===== src/design/assert_macros.svh =====
// assertion helpers shared by the scanner modules
`ifndef ASSERT_MACROS_SVH
`define ASSERT_MACROS_SVH

// property checked on every rising edge outside reset
`define FCPS_ASSERT(lbl, clk, rst_n, prop) \
	lbl: assert property (@(posedge clk) disable iff (!rst_n) (prop)) \
		else $error("fcps assertion failed");

// consequence checked in the cycle after the antecedent
`define FCPS_ASSERT_NEXT(lbl, clk, rst_n, ante, cons) \
	lbl: assert property (@(posedge clk) disable iff (!rst_n) (ante) |=> (cons)) \
		else $error("fcps assertion failed");

`endif


===== src/design/fcps_pkg.sv =====
package fcps_pkg;

	localparam int COORD_BITS = 12;
	localparam int RADIUS_BITS = 8;
	localparam int DELTA_BITS = 10;
	localparam int POS_BITS = 14;
	localparam int ROW_BITS = 15;
	localparam int DIM_BITS = 13;
	localparam int SQ_BITS = 16;
	localparam int COLOR_BITS = 32;
	localparam int OFS_BITS = 27;

	localparam logic [DIM_BITS-1:0] WIDTH_RESET = 13'd1024;
	localparam logic [DIM_BITS-1:0] HEIGHT_RESET = 13'd768;

	// op codes
	localparam logic OP_START = 1'b0;
	localparam logic OP_TICK = 1'b1;

	// register indexes
	localparam logic REG_FRAME_WIDTH = 1'b0;
	localparam logic REG_FRAME_HEIGHT = 1'b1;

	// queue depths
	localparam int JOBQ_DEPTH = 4;
	localparam int JOBQ_AW = 2;
	localparam int OUTQ_DEPTH = 8;
	localparam int OUTQ_AW = 3;

	// one scanned offset, handed from front to back
	typedef struct packed {
		logic idle;
		logic done;
		logic signed [DELTA_BITS-1:0] dx;
		logic signed [DELTA_BITS-1:0] dy;
		logic signed [POS_BITS-1:0] x;
		logic signed [POS_BITS-1:0] y;
		logic [SQ_BITS-1:0] r2;
		logic [COLOR_BITS-1:0] color;
	} job_t;

	// one finished result word
	typedef struct packed {
		logic pixel_write;
		logic off_frame;
		logic [OFS_BITS-1:0] byte_offset;
		logic [COLOR_BITS-1:0] pixel_color;
		logic done_res;
	} res_t;

endpackage


===== src/design/fcps_front.sv =====
`include "assert_macros.svh"

module fcps_front (
	input  logic clk,
	input  logic arst_n,
	input  logic accept,
	input  logic op,
	input  logic [fcps_pkg::COORD_BITS-1:0] center_x,
	input  logic [fcps_pkg::COORD_BITS-1:0] center_y,
	input  logic [fcps_pkg::RADIUS_BITS-1:0] radius,
	input  logic [fcps_pkg::COLOR_BITS-1:0] fill_color,
	output logic job_push,
	output fcps_pkg::job_t job
);

	logic busy_q;
	logic [fcps_pkg::DELTA_BITS-1:0] dx_q;
	logic [fcps_pkg::DELTA_BITS-1:0] dy_q;
	logic [fcps_pkg::COORD_BITS-1:0] cx_q;
	logic [fcps_pkg::COORD_BITS-1:0] cy_q;
	logic [fcps_pkg::RADIUS_BITS-1:0] r_q;
	logic [fcps_pkg::SQ_BITS-1:0] r2_q;
	logic [fcps_pkg::COLOR_BITS-1:0] color_q;

	logic [fcps_pkg::DELTA_BITS-1:0] r_ext;
	logic [fcps_pkg::DELTA_BITS-1:0] dx_inc;
	logic [fcps_pkg::DELTA_BITS-1:0] dy_inc;
	logic wrap_x;
	logic wrap_y;

	assign r_ext = {2'b00, r_q};
	assign dx_inc = dx_q + 10'd1;
	assign dy_inc = dy_q + 10'd1;
	assign wrap_x = (dx_inc == r_ext);
	assign wrap_y = (dy_inc == r_ext);

	assign job_push = accept && (op == fcps_pkg::OP_TICK);

	always_comb begin
		job = '0;
		job.idle = !busy_q;
		// a tick with no scan running reports done
		job.done = !busy_q;
		if (busy_q) begin
			job.done = wrap_x && wrap_y;
			job.dx = $signed(dx_q);
			job.dy = $signed(dy_q);
			job.x = $signed({2'b00, cx_q}) + $signed({{4{dx_q[9]}}, dx_q});
			job.y = $signed({2'b00, cy_q}) + $signed({{4{dy_q[9]}}, dy_q});
			job.r2 = r2_q;
			job.color = color_q;
		end
	end

	always_ff @(posedge clk or negedge arst_n) begin
		if (!arst_n) begin
			busy_q <= 1'b0;
			dx_q <= '0;
			dy_q <= '0;
			cx_q <= '0;
			cy_q <= '0;
			r_q <= '0;
			r2_q <= '0;
			color_q <= '0;
		end else if (accept) begin
			if (op == fcps_pkg::OP_START) begin
				cx_q <= center_x;
				cy_q <= center_y;
				r_q <= radius;
				r2_q <= {8'd0, radius} * {8'd0, radius};
				color_q <= fill_color;
				dx_q <= 10'd0 - {2'b00, radius};
				dy_q <= 10'd0 - {2'b00, radius};
				busy_q <= (radius != '0);
			end else if (busy_q) begin
				if (wrap_x) begin
					dx_q <= 10'd0 - r_ext;
					if (wrap_y) begin
						dy_q <= 10'd0 - r_ext;
						busy_q <= 1'b0;
					end else begin
						dy_q <= dy_inc;
					end
				end else begin
					dx_q <= dx_inc;
				end
			end
		end
	end

	// scan position stays inside the bounding square
	`FCPS_ASSERT(a_dx_range, clk, arst_n, !busy_q || ($signed(dx_q) < $signed(r_ext) && $signed(dx_q) >= -$signed(r_ext)))
	// a zero radius start leaves the scanner idle
	`FCPS_ASSERT_NEXT(a_zero_radius, clk, arst_n, accept && op == fcps_pkg::OP_START && radius == '0, !busy_q)

endmodule


===== src/design/fcps_jobq.sv =====
`include "assert_macros.svh"

module fcps_jobq (
	input  logic clk,
	input  logic arst_n,
	input  logic push,
	input  fcps_pkg::job_t push_job,
	output logic full,
	input  logic pop,
	output logic valid,
	output fcps_pkg::job_t head
);

	fcps_pkg::job_t mem_q [fcps_pkg::JOBQ_DEPTH];
	logic [fcps_pkg::JOBQ_AW-1:0] wr_ptr_q;
	logic [fcps_pkg::JOBQ_AW-1:0] rd_ptr_q;
	logic [fcps_pkg::JOBQ_AW:0] cnt_q;

	assign full = (cnt_q == (fcps_pkg::JOBQ_AW+1)'(fcps_pkg::JOBQ_DEPTH));
	assign valid = (cnt_q != '0);
	assign head = mem_q[rd_ptr_q];

	always_ff @(posedge clk) begin
		if (push) begin
			mem_q[wr_ptr_q] <= push_job;
		end
	end

	always_ff @(posedge clk or negedge arst_n) begin
		if (!arst_n) begin
			wr_ptr_q <= '0;
			rd_ptr_q <= '0;
			cnt_q <= '0;
		end else begin
			if (push) begin
				wr_ptr_q <= wr_ptr_q + 1'b1;
			end
			if (pop) begin
				rd_ptr_q <= rd_ptr_q + 1'b1;
			end
			unique case ({push, pop})
				2'b10: cnt_q <= cnt_q + 1'b1;
				2'b01: cnt_q <= cnt_q - 1'b1;
				default: cnt_q <= cnt_q;
			endcase
		end
	end

	// fill level tracks the pointers
	`FCPS_ASSERT(a_ptr_level, clk, arst_n, (wr_ptr_q - rd_ptr_q) == cnt_q[fcps_pkg::JOBQ_AW-1:0])

endmodule


===== src/design/fcps_back.sv =====
`include "assert_macros.svh"

module fcps_back (
	input  logic clk,
	input  logic arst_n,
	input  logic [fcps_pkg::DIM_BITS-1:0] frame_width,
	input  logic [fcps_pkg::DIM_BITS-1:0] frame_height,
	input  logic job_valid,
	input  fcps_pkg::job_t job,
	output logic job_pop,
	input  logic pop,
	output logic empty,
	output fcps_pkg::res_t res
);

	// stage valids
	logic v_s1, v_s2, v_s3;

	// stage 1: registered job
	fcps_pkg::job_t job_s1;

	// stage 2: squares and frame checks
	logic [fcps_pkg::SQ_BITS-1:0] dx2_s2, dy2_s2, r2_s2;
	logic [fcps_pkg::DIM_BITS-1:0] row_s2, x_s2;
	logic inf_s2, idle_s2, done_s2;
	logic [fcps_pkg::COLOR_BITS-1:0] color_s2;

	// stage 3: circle test and row product
	logic inside_s3, inf_s3, idle_s3, done_s3;
	logic [2*fcps_pkg::DIM_BITS-1:0] prod_s3;
	logic [fcps_pkg::DIM_BITS-1:0] x_s3;
	logic [fcps_pkg::COLOR_BITS-1:0] color_s3;

	// output queue
	fcps_pkg::res_t outq_q [fcps_pkg::OUTQ_DEPTH];
	logic [fcps_pkg::OUTQ_AW-1:0] owr_q, ord_q;
	logic [fcps_pkg::OUTQ_AW:0] ocnt_q;

	logic [1:0] inflight;
	logic [fcps_pkg::OUTQ_AW+1:0] credit_use;
	logic out_pop;
	logic signed [2*fcps_pkg::DELTA_BITS-1:0] dx_sq, dy_sq;
	logic signed [fcps_pkg::ROW_BITS-1:0] row_c;
	logic x_in, row_in;
	logic [2*fcps_pkg::DIM_BITS-2:0] lin;
	fcps_pkg::res_t res_c;

	assign inflight = 2'(v_s1) + 2'(v_s2) + 2'(v_s3);
	assign credit_use = (fcps_pkg::OUTQ_AW+2)'(ocnt_q) + (fcps_pkg::OUTQ_AW+2)'(inflight);
	assign job_pop = job_valid && (credit_use < (fcps_pkg::OUTQ_AW+2)'(fcps_pkg::OUTQ_DEPTH));

	assign empty = (ocnt_q == '0);
	assign out_pop = pop && !empty;
	assign res = outq_q[ord_q];

	always_comb begin
		dx_sq = job_s1.dx * job_s1.dx;
		dy_sq = job_s1.dy * job_s1.dy;
		row_c = $signed({2'b00, frame_height}) - $signed({job_s1.y[13], job_s1.y});
		x_in = !job_s1.x[13] && (job_s1.x[12:0] < frame_width);
		row_in = !row_c[14] && (row_c[13:0] < {1'b0, frame_height});
	end

	always_comb begin
		lin = prod_s3[24:0] + {12'd0, x_s3};
		res_c = '0;
		res_c.done_res = done_s3;
		if (!idle_s3) begin
			res_c.pixel_write = inside_s3 && inf_s3;
			res_c.off_frame = !inf_s3;
			res_c.byte_offset = inf_s3 ? {lin, 2'b00} : '0;
			res_c.pixel_color = color_s3;
		end
	end

	always_ff @(posedge clk) begin
		if (job_pop) begin
			job_s1 <= job;
		end
		dx2_s2 <= dx_sq[15:0];
		dy2_s2 <= dy_sq[15:0];
		r2_s2 <= job_s1.r2;
		row_s2 <= row_c[12:0];
		x_s2 <= job_s1.x[12:0];
		inf_s2 <= x_in && row_in;
		idle_s2 <= job_s1.idle;
		done_s2 <= job_s1.done;
		color_s2 <= job_s1.color;
		inside_s3 <= ({1'b0, dx2_s2} + {1'b0, dy2_s2}) <= {1'b0, r2_s2};
		prod_s3 <= row_s2 * frame_width;
		x_s3 <= x_s2;
		inf_s3 <= inf_s2;
		idle_s3 <= idle_s2;
		done_s3 <= done_s2;
		color_s3 <= color_s2;
		if (v_s3) begin
			outq_q[owr_q] <= res_c;
		end
	end

	always_ff @(posedge clk or negedge arst_n) begin
		if (!arst_n) begin
			v_s1 <= 1'b0;
			v_s2 <= 1'b0;
			v_s3 <= 1'b0;
			owr_q <= '0;
			ord_q <= '0;
			ocnt_q <= '0;
		end else begin
			v_s1 <= job_pop;
			v_s2 <= v_s1;
			v_s3 <= v_s2;
			if (v_s3) begin
				owr_q <= owr_q + 1'b1;
			end
			if (out_pop) begin
				ord_q <= ord_q + 1'b1;
			end
			unique case ({v_s3, out_pop})
				2'b10: ocnt_q <= ocnt_q + 1'b1;
				2'b01: ocnt_q <= ocnt_q - 1'b1;
				default: ocnt_q <= ocnt_q;
			endcase
		end
	end

	// every word in flight has a reserved output slot
	`FCPS_ASSERT(a_credit, clk, arst_n, credit_use <= (fcps_pkg::OUTQ_AW+2)'(fcps_pkg::OUTQ_DEPTH))
	// an issued job passes through the s1, s2 and s3 stage registers before it reaches the output queue
	`FCPS_ASSERT(a_latency, clk, arst_n, v_s3 == $past(job_pop, 3))

endmodule


===== src/design/filled_circle_pixel_scanner.sv =====
// filled circle pixel scanner
//
// input word (push/full): op selects start or tick. a start loads center_x,
// center_y, radius and fill_color and yields no result. each tick yields one
// result word for the next offset of the bounding square (rows outer, columns
// inner, -r to r-1); a tick with no scan running yields a word with only
// done_res set. done_res also marks the last offset of a scan.
// result word (empty/pop): pixel_write, off_frame, byte_offset, pixel_color,
// done_res; the oldest word sits on the ports while empty is low.
// frame_width and frame_height are written through wr_en/wr_index/wr_data;
// the user must write them only while the block is idle, which the block
// itself does not enforce. path: a tick passes through the job queue, three
// back-end stages and the output queue. throughput: one word per clock while
// the output queue has room.
// reset: frame registers go to 1024 x 768, no scan running, both queues empty.
// when pop stays low the 8-word output queue fills, the back end stops drawing
// from the 4-word job queue, and full rises once that fills too.
module filled_circle_pixel_scanner (
	input  logic clk,
	input  logic arst_n,
	// input channel
	input  logic push,
	output logic full,
	input  logic op,
	input  logic [11:0] center_x,
	input  logic [11:0] center_y,
	input  logic [7:0] radius,
	input  logic [31:0] fill_color,
	// result channel
	output logic empty,
	input  logic pop,
	output logic pixel_write,
	output logic off_frame,
	output logic [26:0] byte_offset,
	output logic [31:0] pixel_color,
	output logic done_res,
	// config write port
	input  logic wr_en,
	input  logic wr_index,
	input  logic [12:0] wr_data
);

	// frame size registers
	logic [fcps_pkg::DIM_BITS-1:0] width_q;
	logic [fcps_pkg::DIM_BITS-1:0] height_q;

	logic accept;
	logic job_push;
	fcps_pkg::job_t front_job;
	logic jobq_full;
	logic jobq_valid;
	logic jobq_pop;
	fcps_pkg::job_t jobq_head;
	fcps_pkg::res_t res;

	// a word is taken whenever the job queue has room
	assign full = jobq_full;
	assign accept = push && !jobq_full;

	always_ff @(posedge clk or negedge arst_n) begin
		if (!arst_n) begin
			width_q <= fcps_pkg::WIDTH_RESET;
			height_q <= fcps_pkg::HEIGHT_RESET;
		end else if (wr_en) begin
			unique case (wr_index)
				fcps_pkg::REG_FRAME_WIDTH: width_q <= wr_data;
				fcps_pkg::REG_FRAME_HEIGHT: height_q <= wr_data;
				default: width_q <= width_q;
			endcase
		end
	end

	// front: holds the scan position, turns ticks into jobs
	fcps_front u_front (
		.clk(clk),
		.arst_n(arst_n),
		.accept(accept),
		.op(op),
		.center_x(center_x),
		.center_y(center_y),
		.radius(radius),
		.fill_color(fill_color),
		.job_push(job_push),
		.job(front_job)
	);

	// short queue decoupling front and back
	fcps_jobq u_jobq (
		.clk(clk),
		.arst_n(arst_n),
		.push(job_push),
		.push_job(front_job),
		.full(jobq_full),
		.pop(jobq_pop),
		.valid(jobq_valid),
		.head(jobq_head)
	);

	// back: circle test, frame check, offset math, output queue
	fcps_back u_back (
		.clk(clk),
		.arst_n(arst_n),
		.frame_width(width_q),
		.frame_height(height_q),
		.job_valid(jobq_valid),
		.job(jobq_head),
		.job_pop(jobq_pop),
		.pop(pop),
		.empty(empty),
		.res(res)
	);

	assign pixel_write = res.pixel_write;
	assign off_frame = res.off_frame;
	assign byte_offset = res.byte_offset;
	assign pixel_color = res.pixel_color;
	assign done_res = res.done_res;

endmodule

===== config.mk =====
export PLATFORM = sky130hd
export DESIGN_NAME = filled_circle_pixel_scanner
export DESIGN_NICKNAME = d
export VERILOG_FILES = /design/src/design/fcps_pkg.sv /design/src/design/fcps_front.sv /design/src/design/fcps_jobq.sv /design/src/design/fcps_back.sv /design/src/design/filled_circle_pixel_scanner.sv
export VERILOG_INCLUDE_DIRS = /design/src /design/src/design
export SDC_FILE = /design/constraint.sdc
export NUM_CORES = 2
export LEC_CHECK = 0
export BUFFER_PORTS_ARGS = -buffer_cell sky130_fd_sc_hd__buf_2
export CORE_ASPECT_RATIO = 1.1
export CORE_MARGIN = 5
export CORE_UTILIZATION = 50
export CTS_CLUSTER_DIAMETER = 60
export DETAILED_ROUTE_END_ITERATION = 8
export GPL_ROUTABILITY_DRIVEN = 0
export PLACE_DENSITY = 0.64
export SKIP_CTS_REPAIR_TIMING = 1
export SLEW_MARGIN = 20
export SYNTH_ARGS = -nofsm -noshare
export SYNTH_HDL_FRONTEND = slang
export SYNTH_SLANG_ARGS = --single-unit

===== constraint.sdc =====
create_clock -name clk -period 15.4 [get_ports clk]
set_input_delay 3.08 -clock clk [delete_from_list [all_inputs] [get_ports clk]]
set_output_delay 3.08 -clock clk [all_outputs]
set_load 0.02 [all_outputs]

# Yosys cells after proc, flatten, opt, wreduce, memory -nomap -nowiden
# Memories as Yosys holds them, arrays and structs flattened. A register that Yosys moved wholly into a read port is not among the register bits.
# Index checks and enable logic that the tools add are counted.
totals:
  regBits: 330
  ram_bits: 888
  in_bits: 84
  output_inout_bits: 64
  wordCells: 121
  n_memories: 2
classes:
  add_sub_neg: 20
  n_mul: 4
  magnitude_cmp: 4
  n_eq_ne: 9
  mux: 20
  bitwise: 2
  n_reduce_logical: 25
mem_list:
  columns: ["memory", "depth", "word_bits", "read_ports", "rd_clocked_by_memory_dff", "write_ports", "line_no", "rtl"]
  rows:
  - ["u_back.outq_q", 8, 62, 1, 0, 1, "fcps_back.sv:35", "fcps_pkg::res_t outq_q [fcps_pkg::OUTQ_DEPTH];"]
  - ["u_jobq.mem_q", 4, 98, 1, 1, 1, "fcps_jobq.sv:14", "fcps_pkg::job_t mem_q [fcps_pkg::JOBQ_DEPTH];"]
op_table:
  columns: ["cell", "n"]
  rows:
  - ["$mux 97", 1]
  - ["$mux 10", 7]
  - ["$mux 61", 1]
  - ["$mul 10x10->16", 2]
  - ["$add 13x10->14", 2]
  - ["$mux 27", 1]
  - ["$add 25x13->25", 1]
  - ["$mul 13x13->25", 1]
  - ["$add 10x1->10 const B", 2]
  - ["$eq 10x8->1", 2]
  - ["$sub 1x8->9 const A", 2]
  - ["$add 16x16->17", 1]
  - ["$le 17x16->1", 1]
  - ["$mul 8x8->16", 1]
  - ["$sub 14x14->15", 1]
  - ["$lt 14x13->1", 1]
  - ["$lt 13x13->1", 1]
  - ["$add 3x1->3 const B", 3]
  - ["$logic_and 1x1->1", 9]
  - ["$mux 1", 8]
  - ["$pmux 4 s2", 1]
  - ["$reduce_and 2->1", 4]
  - ["$reduce_bool 8->1", 1]
  - ["$logic_not 1->1", 6]
  - ["18 further kinds", 24]

# Depth between registers and ports, before layout
depth:
  depth_word: 7
  mapped_depth: 21
  ltp_nobuf: 20

# Cells and area by module
# Synthesis repeated with hierarchy kept, for this count alone.
unflattened:
  hier_cells: 4405
  hier_area_um2: 63527.2
by_module_without_submodules:
  columns: ["module", "n_inst", "cells_per_inst", "area_per_inst_um2", "seq_area_each_um2"]
  rows:
  - ["fcps_back", 1, 2778, 39555.4, 21305.4]
  - ["fcps_jobq", 1, 545, 14635.3, 11946.5]
  - ["fcps_front", 1, 1025, 8303.0, 2477.4]
  - ["filled_circle_pixel_scanner", 1, 57, 1033.5, 654.4]

# Worst setup path before layout
# Ideal clock, no wire load.
synth_path:
  path_type: "register to register"
  startpoint: "register u_back.ocnt_q[0] in the netlist's numbering"
  endpoint: "register u_jobq.cnt_q[2] in the netlist's numbering"
  setup_time_ps: 79
  t_arrival_ps: 10578
  required_time_ps: 15321
  path_slack_ps: 4743
  path_stages_with_launch: 11
  n_path_buf: 0
  period_less_slack_ps: 10657
  cell_sequence: "dfrtp_1 fa_1 ha_1 a31o_2 a211oi_1 ha_1 inv_1 fa_1 xor2_1 nor2_1 xor2_1"
synth_between:
  elab_chain_len: 5
  word_cells_on_any_way: 7
  classes_between: "add/sub (1); order compare (1); eq/ne (2); mux (1); reduce/logical (2)"
synth_rtl:
  columns: ["element", "line_no", "rtl"]
  rows:
  - ["start: declaration", "fcps_back.sv:37", "logic [fcps_pkg::OUTQ_AW:0] ocnt_q;"]
  - ["start signal: assignment", "fcps_back.sv:120", "2'b10: ocnt_q <= ocnt_q + 1'b1;"]
  - ["start signal: assignment", "fcps_back.sv:121", "2'b01: ocnt_q <= ocnt_q - 1'b1;"]
  - ["start signal: assignment", "fcps_back.sv:122", "default: ocnt_q <= ocnt_q;"]
  - ["$add 4x2->5 (*)", "fcps_back.sv:49", "assign credit_use = (fcps_pkg::OUTQ_AW+2)'(ocnt_q) + (fcps_pkg::OUTQ_AW+2)'(inflight);"]
  - ["$lt 5x4->1 (*)", "fcps_back.sv:50", "assign job_pop = job_valid && (credit_use < (fcps_pkg::OUTQ_AW+2)'(fcps_pkg::OUTQ_DEPTH));"]
  - ["$logic_and 1x1->1 (*)", "fcps_back.sv:50", null]
  - ["net jobq_pop", "filled_circle_pixel_scanner.sv:52", "logic jobq_pop;"]
  - ["$eq 2x1->1 or $eq 2x2->1 (tied branches)", "fcps_jobq.sv:41", "unique case ({push, pop})"]
  - ["$pmux 3 s2 or $reduce_bool 2->1 (tied branches)", null, null]
  - ["end signal: assignment", "fcps_jobq.sv:42", "2'b10: cnt_q <= cnt_q + 1'b1;"]
  - ["end signal: assignment", "fcps_jobq.sv:43", "2'b01: cnt_q <= cnt_q - 1'b1;"]
  - ["end signal: assignment", "fcps_jobq.sv:44", "default: cnt_q <= cnt_q;"]
  - ["end: declaration", "fcps_jobq.sv:17", "logic [fcps_pkg::JOBQ_AW:0] cnt_q;"]
# Mark *: on every way through the listed nets, which the timed path passes. The rest lies on a longest branch.
# A chain may end at the register's enable or synchronous reset.

# Final worst setup path
layout_path:
  startpoint: "register u_back.ord_q[0] in the netlist's numbering"
  endpoint: "output done_res"
layout_between:
  elab_chain_len: 1
layout_rtl:
  columns: ["element", "line_no", "rtl"]
  rows:
  - ["start: declaration", "fcps_back.sv:36", "logic [fcps_pkg::OUTQ_AW-1:0] owr_q, ord_q;"]
  - ["start signal: assignment", "fcps_back.sv:117", "ord_q <= ord_q + 1'b1;"]
  - ["$mem_v2 8x62", null, null]
  - ["end: declaration", "filled_circle_pixel_scanner.sv:36", "output logic done_res,"]
# Every way passes these cells.

==> summary.md <==
| Metric | Value |
|---|---|
| Hold wc startpoint | u_back.color_s2[31]$_DFF_P_ |
| Synth top area share | 46.1% |
| DR vias | roughly 33k |
| Final Setup Violations | 0 |
| Synth top cells by count | 965 x edfxtp_1, 492 x inv_1, 427 x nand2_1, 302 x ha_1, 274 x fa_1 |
| Iter 0 DRT Violations | 1919 |
| Area of the multi-input gates | ~24000 um2 |
| Crit path max fanout | 44 |
| Max Clock Freq | 134 MHz |
| Number of synthesized flops with an enable pin | a little under 1k |
| DRC viols | 0 |
| Longest Clk Path Bufs | 3 |
| DRT Pass-1 Iters | 7 |
| PortBufs | 145 |
| Fin nets | 5215 |
| Clock sink count | 1290 |
| Hold depth | 0 |
| Chip height | 382 um |
| Vias in the first global route | 35.2k |
| CP startpoint kind | register |
| Critical path capture point type | primary output |
| Area Overhead vs Synth | 10.9% |
| Crit path DAT | 4380 ps |
| Synthesized cell area | between 60000 and 70000 um2 |
| Routed wire length | 124000 um |
| Max transition margin | about a quarter |
| Worst reg2reg path endpoint | u_back.prod_s3[24]$_DFF_P_ |
| Register area share after synthesis | ~58% |
| Fin Setup TNS | 0 ps |
| Register Area | 36200 um2 |
| Leading area contributor after synthesis | edfxtp_1 |
| #FFs+latches synth | 1290 |
| Crit path kind | reg2out |
| Clock root cell | clkbuf_16 |
| CTS H-tree lvls | 4 |
| R2R Path Start | width_q[4]$_DFFE_PN0P_ |
| RSZ-0062 raised after global routing | false |
| Reg2Reg Setup Slack | 9580 ps |
| Worst-Skew Late Latency | 740 ps |
| Outcome | finished clean |
| Most frequent cell after synthesis | edfxtp_1 |
| CTS tree | built |
| Top cells by area, synth | edfxtp_1 46%, fa_1 8.7%, mux4_2 7.8% |
| End of the worst hold path | u_back.color_s3[31]$_DFF_P_ |
| Crit share post-route | between 40% and 50% |
| Clock Pin Slew Worst Setup and Hold Paths | 60 ps |
| Layout cells sized above 1 | 15.5% |
| Slew Limit Fails | 0 |
| Hold Violations, Final | 0 |
| Cell row count | 136 |
| Core area | 125000 um2 |
| Syn Area/Cell | about 14 um2 |
| Ports | roughly 150 |
| Antenna-violating nets left | 0 |
| Vias per cell | 5.29 |
| Worst slew pin tran | 1120 ps |
| HPWL after DPL | 82800 um |
| Post-synth cell types | 76 |
| Ys async rst share | 11.2% |
| Ys flop type | edfxtp_1 |
| Largest net degree at the start of global routing | 76 |
| Gate Count Post-Synth | ~4.4k |
| Clock Skew | 24.0 ps |
| CTS buffer count | 134 |
| Grt ovf | 0 |
| Ys Warns | 0 |
| R2R cell count | 17 |
| Max-Cap Viols | 0 |
| Horiz. Die Dim | 348 um |
| Hold crit path type | reg2reg |
| First-pass GRT wire length | 198000 um |
| Overall Global Routing Usage | 19.0% |
| Tmin final | 7460 ps |
| CP Data Required Time | 12320 ps |
| Initial antenna violation count | 1 |
| Filler cell count | 10.1k |
| Wire per inst | 19.5 um |
| Die Area | 133000 um2 |
| Starting Density | 50.3% |
[metal layers]
layer / up-vias / part of all wire (%) / GRT usage (%) / wire length [um]
met5: - / 0 / 0 / 0
met4: 0 / 2.0 / 4.88 / 2450
met3: 159 / 4.5 / 3.02 / 5520
met2: 653 / 48 / 31.3 / 59200
met1: 16893 / 46 / 26.6 / 56400
li1: 15734 / - / - / -
[worst max-delay path, stage by stage, from the launching register on]
cell,delay (ps)
dfrtp_4,890
buf_4,810
buf_4,830
mux4_2,590
mux2_2,310
buf_2,170
[registers in the layout, indices dropped and copies added, names as in the netlist, 25 cells and up]
| name | flops |
|---|---|
| u_back.outq_q | 480 |
| u_jobq.mem_q | 388 |
| u_back.job_s1 | 97 |
| u_back.color_s2 | 32 |
| u_back.color_s3 | 32 |
| u_front.color_q | 32 |
| u_back.prod_s3 | 25 |
[how the worst max path moves through the flow]
stage / end / cells after the start / slack [ps] / startpoint
after global routing: done_res / 5 / 7460 / u_back.ord_q[0]$_DFFE_PN0P_
after global placement: u_front.r2_q[15]$_DFFE_PN0P_ / 18 / 8320 / radius[3]
after detailed placement: u_front.r2_q[15]$_DFFE_PN0P_ / 18 / 8270 / radius[3]
after CTS: done_res / 5 / 7690 / u_back.ord_q[0]$_DFFE_PN0P_
after floorplan: u_jobq.cnt_q[2]$_DFFE_PN0P_ / 10 / 4740 / u_back.ocnt_q[0]$_DFFE_PN0P_
final: done_res / 5 / 7940 / u_back.ord_q[0]$_DFFE_PN0P_
[metrics by stage]
step	cell area (um2)	hold WS, ps	utilization, %	instances	worst slack (ps)
6_report	69700	326	55.8	6321	7940
3_5_place_dp	65400	312	52.4	6075	8270
5_1_grt	69700	332	55.8	6320	7460
2_1_floorplan	62800	310	-	4401	4740
3_3_place_gp	65400	310	52.4	6075	8320
4_1_cts	69700	327	55.8	6320	7690
[layout make-up]
type	instances	area share, %
multi-input cells	2455	34.8
clock inverters	61	0.779
repair buffers	180	1.43
well taps	1656	2.97
clock buffers	184	5.39
flip-flops and latches	1290	52.0
inverters	494	2.66
diodes	1	0.00359
[kinds of logic after synthesis]
logic type               share of synthesized area (%)
adder cells (fa/ha/maj)                           14.7
flip-flops                                        57.6
buffers and inverters                             3.97
multiplexers                                      9.45
XOR/XNOR                                          2.90
AO/OA/AOI/OAI                                     3.52
other                                          0.00597
AND/OR/NAND/NOR                                   7.79
[cell usage in the layout (no fill, tap or decap), types with 59 or more instances in the layout]
cell type    n
and2_1     213
inv_1      492
xor2_1      66
mux2_2      78
fa_1       274
nor2_1     128
nor2b_1     59
dfxtp_1    180
o21ai_0     82
a21oi_1     86
ha_1       302
clkbuf_16  139
xnor2_1    137
dfrtp_1    136
nand2_1    426
buf_2      144
mux4_2     217
edfxtp_1   965
Power is not shown: default switching activity piles up to over one toggle a cycle in this logic, so the estimate is an artifact.
